===== config.mk =====
export PLATFORM = sky130hd
export DESIGN_NAME = dmm_ram
export DESIGN_NICKNAME = d
export VERILOG_FILES = /design/src/rtl/dmm_ram.sv
export SDC_FILE = /design/constraint.sdc
export NUM_CORES = 2
export LEC_CHECK = 0
export ABC_AREA = 0
export ABC_CLOCK_PERIOD_IN_PS = 3400
export BUFFER_PORTS_ARGS = -buffer_cell sky130_fd_sc_hd__buf_2
export CAP_MARGIN = 20
export CORE_MARGIN = 2
export CORE_UTILIZATION = 52
export CTS_CLUSTER_SIZE = 40
export DETAILED_ROUTE_END_ITERATION = 8
export PLACE_DENSITY_LB_ADDON = 0.15
export SYNTH_ARGS = -nofsm -noshare
export SYNTH_HDL_FRONTEND = slang
export SYNTH_SLANG_ARGS = --single-unit
export TNS_END_PERCENT = 10

===== constraint.sdc =====
create_clock -name clock -period 3.4 [get_ports clock]
set_input_delay 0.51 -clock clock [delete_from_list [all_inputs] [get_ports clock]]
set_output_delay 0.51 -clock clock [all_outputs]
set_load 0.005 [all_outputs]

===== src/rtl/dmm_ram.sv =====
`default_nettype none
// ----------------------------------------------------------------------------
// dmm_ram
// simple dual-port ram, one write and one registered read port
// ----------------------------------------------------------------------------
module dmm_ram #(
   parameter  int WIDTH  = 32,
   parameter  int DEPTH  = 64,
   localparam int ADDR_W = (DEPTH > 1) ? $clog2(DEPTH) : 1
) (
   input  wire logic              clock,
   input  wire logic              wr_en,
   input  wire logic [ADDR_W-1:0] wr_addr,
   input  wire logic [WIDTH-1:0]  wr_data,
   input  wire logic              rd_en,
   input  wire logic [ADDR_W-1:0] rd_addr,
   output logic      [WIDTH-1:0]  rd_data
);

   logic [WIDTH-1:0] mem_ff [DEPTH];
   logic [WIDTH-1:0] rd_data_ff;

   always_ff @(posedge clock) begin
      if (wr_en) begin
         mem_ff[wr_addr] <= wr_data;
      end
      if (rd_en) begin
         rd_data_ff <= mem_ff[rd_addr];
      end
   end

   assign rd_data = rd_data_ff;

endmodule
`default_nettype wire


==> metrics <==
run status=finished clean; clock transition at the registers of the reported paths=~60 ps; Hold Path Cell Cnt=1; num rows=around 140; sequential cell area in the final layout=62500 um2; synthesis-stage register bit count=between 2000 and 2500; average wire per standard cell=approximately 35 um; post-placement cell count=~5500; number of buffer and inverter stages on the critical path=3; type of element capturing the critical path=register; DR pass1 iterations=5; buffer depth of the longest clock path=3; fillers=roughly 10000; ranking of synthesized cells by area=sky130_fd_sc_hd__edfxtp_1, sky130_fd_sc_hd__mux4_2, sky130_fd_sc_hd__mux2i_1; total net switching power=0.0113 W; met3 wire length=~20000 um; buffers inserted by post-CTS timing repair=0; Mapped Avg Cell Area=approximately 24 um2; achievable clock frequency=between 300 and 400 MHz; transition at the pin with the smallest max-transition slack=approximately 1200 ps; required time of the critical path=roughly 3900 ps; post-route non-filler standard cell count=approximately 5900; Hold Crit Class=input port to register; CTS H-Tree Depth=4; CTS resizes=0; fin crit period=2890 ps; share of synthesized flip-flops with an asynchronous set or reset=0%; total length of routed wires=about 210000 um; worst ir drop on vdd=540 uV; final setup margin=514 ps; Worst path top cell family by delay=buffers and inverters; cell count after synthesis=between 3000 and 4000; number of max-slew violations in the final report=0; total area of multi-input combinational cells=16000 um2; count of flip-flops with a built-in enable after synthesis=2080; met2 wire length=103000 um; distinct cell type count of the synthesized netlist=33; critical path class=input port to register; post-route ant nets=0; global-route wire length before repair=slightly below 300000 um; pin count of the biggest net entering global routing=65; reported max-cap violation count=0; part of the power in the clock network=41.0%; total global-route track usage=a little over a quarter; critical path depth in cells=6; setup TNS after final layout=0 ps; area delta synth->final=15.5%; R2R depth=4; highest signal layer in the routed design=met5; final setup skew=29.7 ps; clock buffers created by TritonCTS=about 200; antenna violations before repair=31; cell area power density=approximately 590 nW/um2; floorplan die height=393 um; arrival time of the worst setup path=approximately 3400 ps; total leakage power=between 20 and 30 nW; hold-fix buffers at CTS=0; DR vias=~38000; share of the synthesized area in the top cell type=79.2%; DRT met1 WL=approximately 80000 um; part of the cycle the worst path needs=84.9%; initial detailed-routing violation count=between 5000 and 6000; Initial Utilization=between 50% and 60%; normalized max-slew margin=a little under a quarter; most frequently used cell type in the post-synthesis netlist=sky130_fd_sc_hd__edfxtp_1; cells traversed along the worst timing path=buf_4, buf_4, buf_4, mux4_2, o22ai_1, nor2_1; core box area=between 150000 and 200000 um2; Worst Path Max Fanout=24; via count of the first global-routing pass=just under 40000; internal power=between 0.04 and 0.05 W; register area share after synthesis=79.2%; detail-routed via count per cell=approximately 6.4; ratio of cells with drive above 1 in the final layout=~33%; CP Launch Type=input port; Setup Slack @ Placement=-241 ps; Syn Std Cell Area=about 79000 um2; drt drc=0; cell type with the highest occurrence count on the critical path=sky130_fd_sc_hd__buf_4; Final #Nets=roughly 3800; commonest cells in the netlist=sky130_fd_sc_hd__edfxtp_1, sky130_fd_sc_hd__mux4_2, sky130_fd_sc_hd__nor2_1, sky130_fd_sc_hd__mux2i_1, sky130_fd_sc_hd__o22ai_1; CTS tree=built; detailed placement HPWL=roughly 120000 um; standard cell with the maximum stage delay on the critical path=sky130_fd_sc_hd__o22ai_1; final number of hold-violating endpoints=0; CTS sink count=2080; unrepaired setup endpoints after global routing=false; share of total power in combinational logic=approximately 5.4%; Die Wd=393 um; Sw Ratio=approximately a fifth; delay contributed by the slowest stage of the critical path=a little over 700 ps; total die area=roughly 150000 um2; Routability Congestion=around 0.84; Final setup violation count=0; post-synth top area cell=sky130_fd_sc_hd__edfxtp_1; Post-synth top flop=sky130_fd_sc_hd__edfxtp_1; clock network latency to the later pin of the worst-skew pair=830 ps; flop-to-flop setup slack=approximately 860 ps; proportion of power drawn by flip-flops and latches=a little over half; top-level port count=slightly below 80; overall overflow remaining after global route=0; final total power=roughly 0.053 W; input/output buffers=a little under 80; Synth Net Count=3371; total of warnings raised by yosys=0; root buf cell=sky130_fd_sc_hd__clkbuf_16
-- path summary, 6_finish.rpt --
path	start	endpoint
min reg2reg	mem_ff[12][20]$_DFFE_PP_	rd_data[20]$_DFFE_PP_
max	rd_addr[3]	rd_data[21]$_DFFE_PP_
min	wr_data[6]	mem_ff[45][6]$_DFFE_PP_
max reg2reg	mem_ff[24][21]$_DFFE_PP_	rd_data[21]$_DFFE_PP_
-- cells in the final DEF, fill, tap and decap left out, types with 26 or more instances in the layout --
master / netlist / routed
sky130_fd_sc_hd__a21oi_1: 62 / 62
sky130_fd_sc_hd__nor2_1: 137 / 75
sky130_fd_sc_hd__mux2i_1: 93 / 93
sky130_fd_sc_hd__nand2_1: 26 / 26
sky130_fd_sc_hd__clkbuf_1: 74 / 44
sky130_fd_sc_hd__buf_12: 0 / 75
sky130_fd_sc_hd__buf_2: 57 / 74
sky130_fd_sc_hd__edfxtp_1: 2080 / 2080
sky130_fd_sc_hd__o221ai_1: 27 / 27
sky130_fd_sc_hd__mux4_2: 544 / 544
sky130_fd_sc_hd__buf_4: 25 / 226
sky130_fd_sc_hd__clkinv_1: 0 / 50
sky130_fd_sc_hd__clkinv_2: 0 / 41
sky130_fd_sc_hd__nor2_4: 0 / 62
sky130_fd_sc_hd__o22ai_1: 84 / 84
sky130_fd_sc_hd__clkbuf_16: 0 / 206
-- layer usage --
layer	GRT usage (%)	vias up
li1	-	15200
met3	5.48	316
met4	8.28	16
met5	0	-
met1	38.0	20700
met2	44.2	2043
-- worst register-to-register path, cell delays in order (launching register included) --
cell and delay (ps):
sky130_fd_sc_hd__edfxtp_1 380, sky130_fd_sc_hd__mux4_2 460, sky130_fd_sc_hd__mux4_2 590, sky130_fd_sc_hd__o22ai_1 710, sky130_fd_sc_hd__nor2_1 120
-- power groups by stage --
stage          Sequential (W)  Combinational (W)  Clock [W]
6_report               0.0286            0.00288     0.0219
5_1_grt                0.0286            0.00301     0.0232
4_1_cts                0.0286            0.00288     0.0222
3_5_place_dp           0.0291            0.00288          0
3_3_place_gp           0.0291            0.00281          0
2_1_floorplan          0.0290            0.00138          0
-- kinds of logic after synthesis --
family | after synthesis | share of synthesized area [%]
flip-flops | 2080 | 79.2
buffers and inverters | 182 | 1.12
AND/OR/NAND/NOR | 223 | 1.26
AO/OA/AOI/OAI | 202 | 1.67
multiplexers | 637 | 16.7
-- per-stage QoR --
stage | area [um2] | hold WS, ps | util (%)
2_1_floorplan | 78800 | 609 | -
3_3_place_gp | 84400 | 883 | 56.2
3_5_place_dp | 84400 | 900 | 56.2
4_1_cts | 90900 | 98.2 | 60.6
5_1_grt | 91000 | 27.4 | 60.6
6_report | 91100 | 64.1 | 60.7
-- state kept, by name (all words and copies together), names as in the netlist --
name,cells
mem_ff,2048
rd_data,32
-- layout make-up --
type / count / area share, %
Multi-Input combinational cell: 1062 / 17.5
Timing Repair Buffer: 378 / 3.97
Clock buffer: 250 / 5.84
Sequential cell: 2080 / 68.6
Clock inverter: 127 / 1.26
Tap cell: 2016 / 2.77
Antenna cell: 18 / 0.0495
(Power assumes the default switching activity.)
